===== src/rtl/core/brlc_pkg.sv =====
// ----------------------------------------------------------------------------
// brlc_pkg
// shared types and codes of the byte capacity lru cache directory
// ----------------------------------------------------------------------------
package brlc_pkg;

	localparam int KEY_W  = 48;
	localparam int SIZE_W = 40;
	localparam int CNT_W  = 32;
	localparam int SLOT_W = 4;

	// result kind codes
	typedef enum logic [2:0] {
		KIND_HIT     = 3'd0,
		KIND_INSERT  = 3'd1,
		KIND_TOOBIG  = 3'd2,
		KIND_BYPASS  = 3'd3,
		KIND_EVICT   = 3'd4,
		KIND_CLEARED = 3'd5
	} kind_t;

	// request commands
	localparam logic CMD_LOOKUP = 1'b0;
	localparam logic CMD_CLEAR  = 1'b1;

	// operation broadcast to the cell row
	typedef enum logic [1:0] {
		OP_NONE  = 2'd0,
		OP_EVICT = 2'd1,
		OP_MOVE  = 2'd2,
		OP_WRITE = 2'd3
	} cell_op_t;

	// word carried along the cell row: data of the picked cell
	typedef struct packed {
		logic [KEY_W-1:0]  key;
		logic [SIZE_W-1:0] size;
		logic [7:0]        rank;
	} chain_t;

	typedef struct packed {
		kind_t             kind;
		logic [SLOT_W-1:0] slot;
		logic [KEY_W-1:0]  entry_key;
		logic [SIZE_W-1:0] used_bytes;
		logic [CNT_W-1:0]  hit_count;
		logic [CNT_W-1:0]  miss_count;
		logic [CNT_W-1:0]  evict_count;
		logic              last;
	} result_t;

endpackage


===== src/rtl/core/brlc_cell.sv =====
// ----------------------------------------------------------------------------
// brlc_cell
// one directory entry: valid, key, size and recency rank, with match logic
// ----------------------------------------------------------------------------
module brlc_cell #(
	parameter int RW  = 4,
	parameter int IDX = 0
) (
	input  logic                       clk,
	input  logic                       arst_n,
	input  brlc_pkg::cell_op_t         op,
	input  logic                       pick,
	input  logic [RW-1:0]              ref_rank,
	input  logic [RW-1:0]              scan_rank,
	input  logic [brlc_pkg::KEY_W-1:0]  req_key,
	input  logic [brlc_pkg::SIZE_W-1:0] req_size,
	input  brlc_pkg::chain_t           chain_in,
	output brlc_pkg::chain_t           chain_out,
	output logic                       valid,
	output logic                       hit,
	output logic                       rank_eq
);
	import brlc_pkg::*;

	logic              valid_q;
	logic [KEY_W-1:0]  key_q;
	logic [SIZE_W-1:0] size_q;
	logic [RW-1:0]     rank_q;

	assign valid   = valid_q;
	assign hit     = valid_q && key_q == req_key && size_q == req_size;
	assign rank_eq = rank_q == scan_rank;

	// pass the picked cell's data down the row
	always_comb begin
		chain_out = chain_in;
		if (pick) begin
			chain_out.key  = chain_in.key | key_q;
			chain_out.size = chain_in.size | size_q;
			chain_out.rank = chain_in.rank | 8'(rank_q);
		end
	end

	// control state: valid and rank
	always_ff @(posedge clk or negedge arst_n) begin
		if (!arst_n) begin
			valid_q <= 1'b0;
			rank_q  <= RW'(IDX);
		end else begin
			case (op)
				OP_EVICT: begin
					if (pick) valid_q <= 1'b0;
				end
				OP_MOVE, OP_WRITE: begin
					if (pick) begin
						rank_q <= '0;
						if (op == OP_WRITE) valid_q <= 1'b1;
					end else if (rank_q < ref_rank) begin
						rank_q <= rank_q + RW'(1);
					end
				end
				default: ;
			endcase
		end
	end

	// payload
	always_ff @(posedge clk) begin
		if (op == OP_WRITE && pick) begin
			key_q  <= req_key;
			size_q <= req_size;
		end
	end

endmodule


===== config.mk =====
export PLATFORM = sky130hd
export DESIGN_NAME = brlc_cell
export DESIGN_NICKNAME = d
export VERILOG_FILES = /design/src/rtl/core/brlc_pkg.sv /design/src/rtl/core/brlc_cell.sv
export SDC_FILE = /design/constraint.sdc
export NUM_CORES = 1
export LEC_CHECK = 0
export ABC_CLOCK_PERIOD_IN_PS = 1700
export BUFFER_PORTS_ARGS = -buffer_cell sky130_fd_sc_hd__buf_2
export CAP_MARGIN = 30
export CORE_AREA = 2 2 114 116
export CTS_BUF_LIST = sky130_fd_sc_hd__clkbuf_4 sky130_fd_sc_hd__clkbuf_8 sky130_fd_sc_hd__clkbuf_16
export CTS_CLUSTER_SIZE = 28
export DETAILED_ROUTE_END_ITERATION = 8
export DIE_AREA = 0 0 116 118
export HOLD_SLACK_MARGIN = 0.08
export PLACE_DENSITY = 0.79
export SYNTH_ARGS = -nofsm -noshare
export SYNTH_HDL_FRONTEND = slang
export SYNTH_SLANG_ARGS = --single-unit

===== constraint.sdc =====
create_clock -name clk -period 1.7 [get_ports clk]
set_input_delay 0.17 -clock clk [delete_from_list [all_inputs] [get_ports clk]]
set_output_delay 0.17 -clock clk [all_outputs]
set_load 0.01 [all_outputs]

==> results.md <==
* Initial antenna violation count at 1
* Max transition margin at 0.652
* First-pass GRT wire length at 24800 um
* # IOs at 296
* Seq. cell area at 0.00277 mm^2
* Synthesized area at 0.00488 mm^2
* Die W at 116 um
* Flop pwr share at 0.430
* Crit-path slowest cell: edfxtp_1
* Sw Share at 0.269
* DP Area at 0.00693 mm^2
* WL final at 16500 um
* CP Launch Type: flop
* WL per Instance at 16.4 um
* Via count at 4888
* Height of the chip at 118 um
* Via density at 4.87
* Failing checks: negative setup slack
* Max clock buf depth at 2
* Pre-Repair DR Iteration Count at 4
* Final period util at 1.35
* Distinct cells, synth at 39
* Max incr delay on CP at 0.43 ns
* Final net count at 1028
* Critical R2R Launch: rank_q[1]$_DFFE_PN0P_
* Detailed placer's ending HPWL at 11800 um
* Initial Util at 0.393
* Synthesis Warnings at 0
* Post-DRT Antenna Nets at 0
* Syn Inst Count at 391
* H-Tree Depth at 3
* Net Switching at 1730 uW
* Core footprint at 0.0124 mm^2
* Clock Power Share at 0.310
* Max cap viols at 0
* Dominant synthesized flop cell: edfxtp_1
* FFs w/ async S/R, synth at 0.0538
* Most instantiated cells after synthesis: a21o_1 (92), edfxtp_1 (88), xnor2_1 (33), xor2_1 (30), inv_1 (24)
* Worst EP arrival at 2.12 ns
* Die area at 0.0137 mm^2
* Largest area contributor in the netlist: edfxtp_1
* Clk_skew at 0.00673 ns
* Synth top area share at 0.541
* Worst setup path category: reg -> out
* Worst-case hold slack at 0.122 ns
* Yosys reg bits at 93
* Hold Path Class: in -> reg
* Ratio of cells with drive above 1 in the final layout at 0.465
* Most common cell in the netlist: a21o_1
* GRT overflow at 0
* CTS Sinks at 93
* Top post-synthesis cells by area: edfxtp_1 (54%), a21o_1 (14%), xnor2_1 (5.9%)
* Cell area after layout at 0.00823 mm^2
* Fillers at 931
* CP Launch Point: size_q[4]$_DFFE_PP_
* Post-Syn Area per Cell at 12.5 um^2
* Critical-path cell list: xor2_1, nor4_1, buf_4, nand4_1, nor4_2, buf_2
* Vias in the first global route at 5156
* Final Hold Fails at 0
* PwrDens at 784 mW/mm^2
* Multi-input gate area at 0.00202 mm^2
* Status: complete, but fails checks
* Largest fanout on the critical path at 2
* Finish-stage setup viols at 1
* Worst-Margin Slew at 0.522 ns
* Root Buffer: clkbuf_16
* Sequential share of the synthesized area at 0.567
* Critical path endpoint category: primary output
* Worst setup margin at -0.587 ns
* DRC at 0
* I/O Buffers at 287
* Max IR drop VDD at 628 uV
* Worst-Skew Late Latency at 0.34 ns
* Num rows at 41
* GRT Total Usage at 0.233
* Area Growth Syn to Fin at 68.7%
* GPL Wtd Cong at 0.851
* Internal Power at 4720 uW
* Required time of the critical path at 1.53 ns
* RSZ-0062 raised after global routing: true
* R2R cell count at 5
* EDFF count, synth at 88
* Fin. max-slew vios at 0
* Largest net degree at the start of global routing at 53
* Comb power frac at 0.260
* Hold path startpoint: op[0]
* Worst-path clk slew at 0.07 ns
* TritonCTS clock tree: done
* Fin crit period at 2.29 ns
* Post-synthesis net count at 592
* Pleak at 0.00391 uW
* Hold path depth at 3
* TritonCTS Buffers at 9
* Achievable Freq at 437 MHz
* Initial drt markers at 193
## critical path: cells and delay by family (launching register included)
family	cells	cell delay (ns)
xor gates and xnor gates	1	0.19
and+or+nand+nor	3	0.79
buffers and inverters	2	0.36
DFF	1	0.43
## cells in the final DEF, fill, tap and decap left out, types with 2 or more instances in the layout
| cell | Yosys | final |
|---|---|---|
| a21o_1 | 92 | 92 |
| a21oi_1 | 2 | 2 |
| a22oi_1 | 6 | 6 |
| and3_1 | 3 | 2 |
| buf_12 | 0 | 2 |
| buf_2 | 0 | 286 |
| buf_4 | 4 | 68 |
| buf_6 | 0 | 2 |
| clkbuf_16 | 0 | 9 |
| clkinv_1 | 3 | 3 |
| clkinv_2 | 0 | 2 |
| clkinvlp_4 | 0 | 2 |
| dfrtp_1 | 5 | 5 |
| dlygate4sd3_1 | 0 | 83 |
| edfxtp_1 | 88 | 88 |
| ha_1 | 4 | 4 |
| inv_1 | 24 | 24 |
| mux2i_1 | 2 | 2 |
| nand2_1 | 4 | 4 |
| nand2b_1 | 13 | 13 |
| nand4_1 | 12 | 12 |
| nor2b_1 | 11 | 11 |
| nor3_1 | 2 | 2 |
| nor4_1 | 10 | 5 |
| nor4_2 | 1 | 5 |
| o2111ai_1 | 3 | 3 |
| o22ai_1 | 11 | 11 |
| xnor2_1 | 33 | 30 |
| xnor2_2 | 0 | 3 |
| xor2_1 | 30 | 30 |
## metal layers
layer / GRT usage / wire (um) / vias up
li1: - / - / 2333
met1: 0.249 / 6020 / 2299
met2: 0.435 / 8800 / 219
met3: 0.0530 / 1280 / 37
met4: 0.0952 / 398 / 0
met5: 0 / 0 / -
## metrics by stage
step                      worst slack [ns]  utilization  setup TNS [ns]  power, uW  std cells
final                               -0.587        0.663          -0.587       6460       1004
after global routing                -0.720        0.663          -0.741       6730       1004
after CTS                           -0.611        0.656          -0.611       6360        996
after detailed placement            -0.349        0.559          -0.349       4200        893
after global placement              -0.309        0.559          -0.309       4150        893
after floorplan                     0.0699            -               0       3490        391
## power groups by stage
stage | clock (uW) | combinational (uW) | sequential, uW
3_5_place_dp | 0 | 1390 | 2810
5_1_grt | 2110 | 1830 | 2790
4_1_cts | 2030 | 1570 | 2770
6_report | 2000 | 1680 | 2770
2_1_floorplan | 0 | 654 | 2830
3_3_place_gp | 0 | 1350 | 2800
## sequential cells by signal, summed over array words and instances (netlist names)
register and cells:
key_q 48, rank_q 4, size_q 40, valid 1
## final cells by class
type / instances / area share
Inverter: 27 / 0.0123
Clock inverter: 6 / 0.00775
Multi-Input combinational cell: 255 / 0.246
Clock buffer: 9 / 0.0274
Sequential cell: 93 / 0.336
Tap cell: 172 / 0.0261
Antenna cell: 1 / 0.000304
Timing Repair Buffer: 441 / 0.344
## cell families after synthesis
group | share of synthesized area
buf+inv | 0.0361
compound gates | 0.192
fa+ha+maj | 0.0103
flops | 0.567
mux | 0.00641
simple gates | 0.0753
xor+xnor | 0.113
## what timing repair did
action	CTS	global route
resized for setup	8	6
setup buffers	5	7
hold endpoints to repair	87	0
pin swaps	12	10
setup endpoints to repair	2	3
hold buffers	83	0
## worst paths after layout
| kind | end | slack, ns |
|---|---|---|
| worst max-delay path | hit | -0.59 |
| worst min-delay path | valid$_DFFE_PN0P_ | 0.12 |
| worst max register to register | rank_q[1]$_DFFE_PN0P_ | 0.08 |
| worst min register to register | valid$_DFFE_PN0P_ | 0.52 |
| max in group asynchronous | rank_q[2]$_DFFE_PN0P_ | 1.37 |
| min in group asynchronous | rank_q[0]$_DFFE_PN0P_ | 0.18 |
Power figures use the tool's default switching activity.
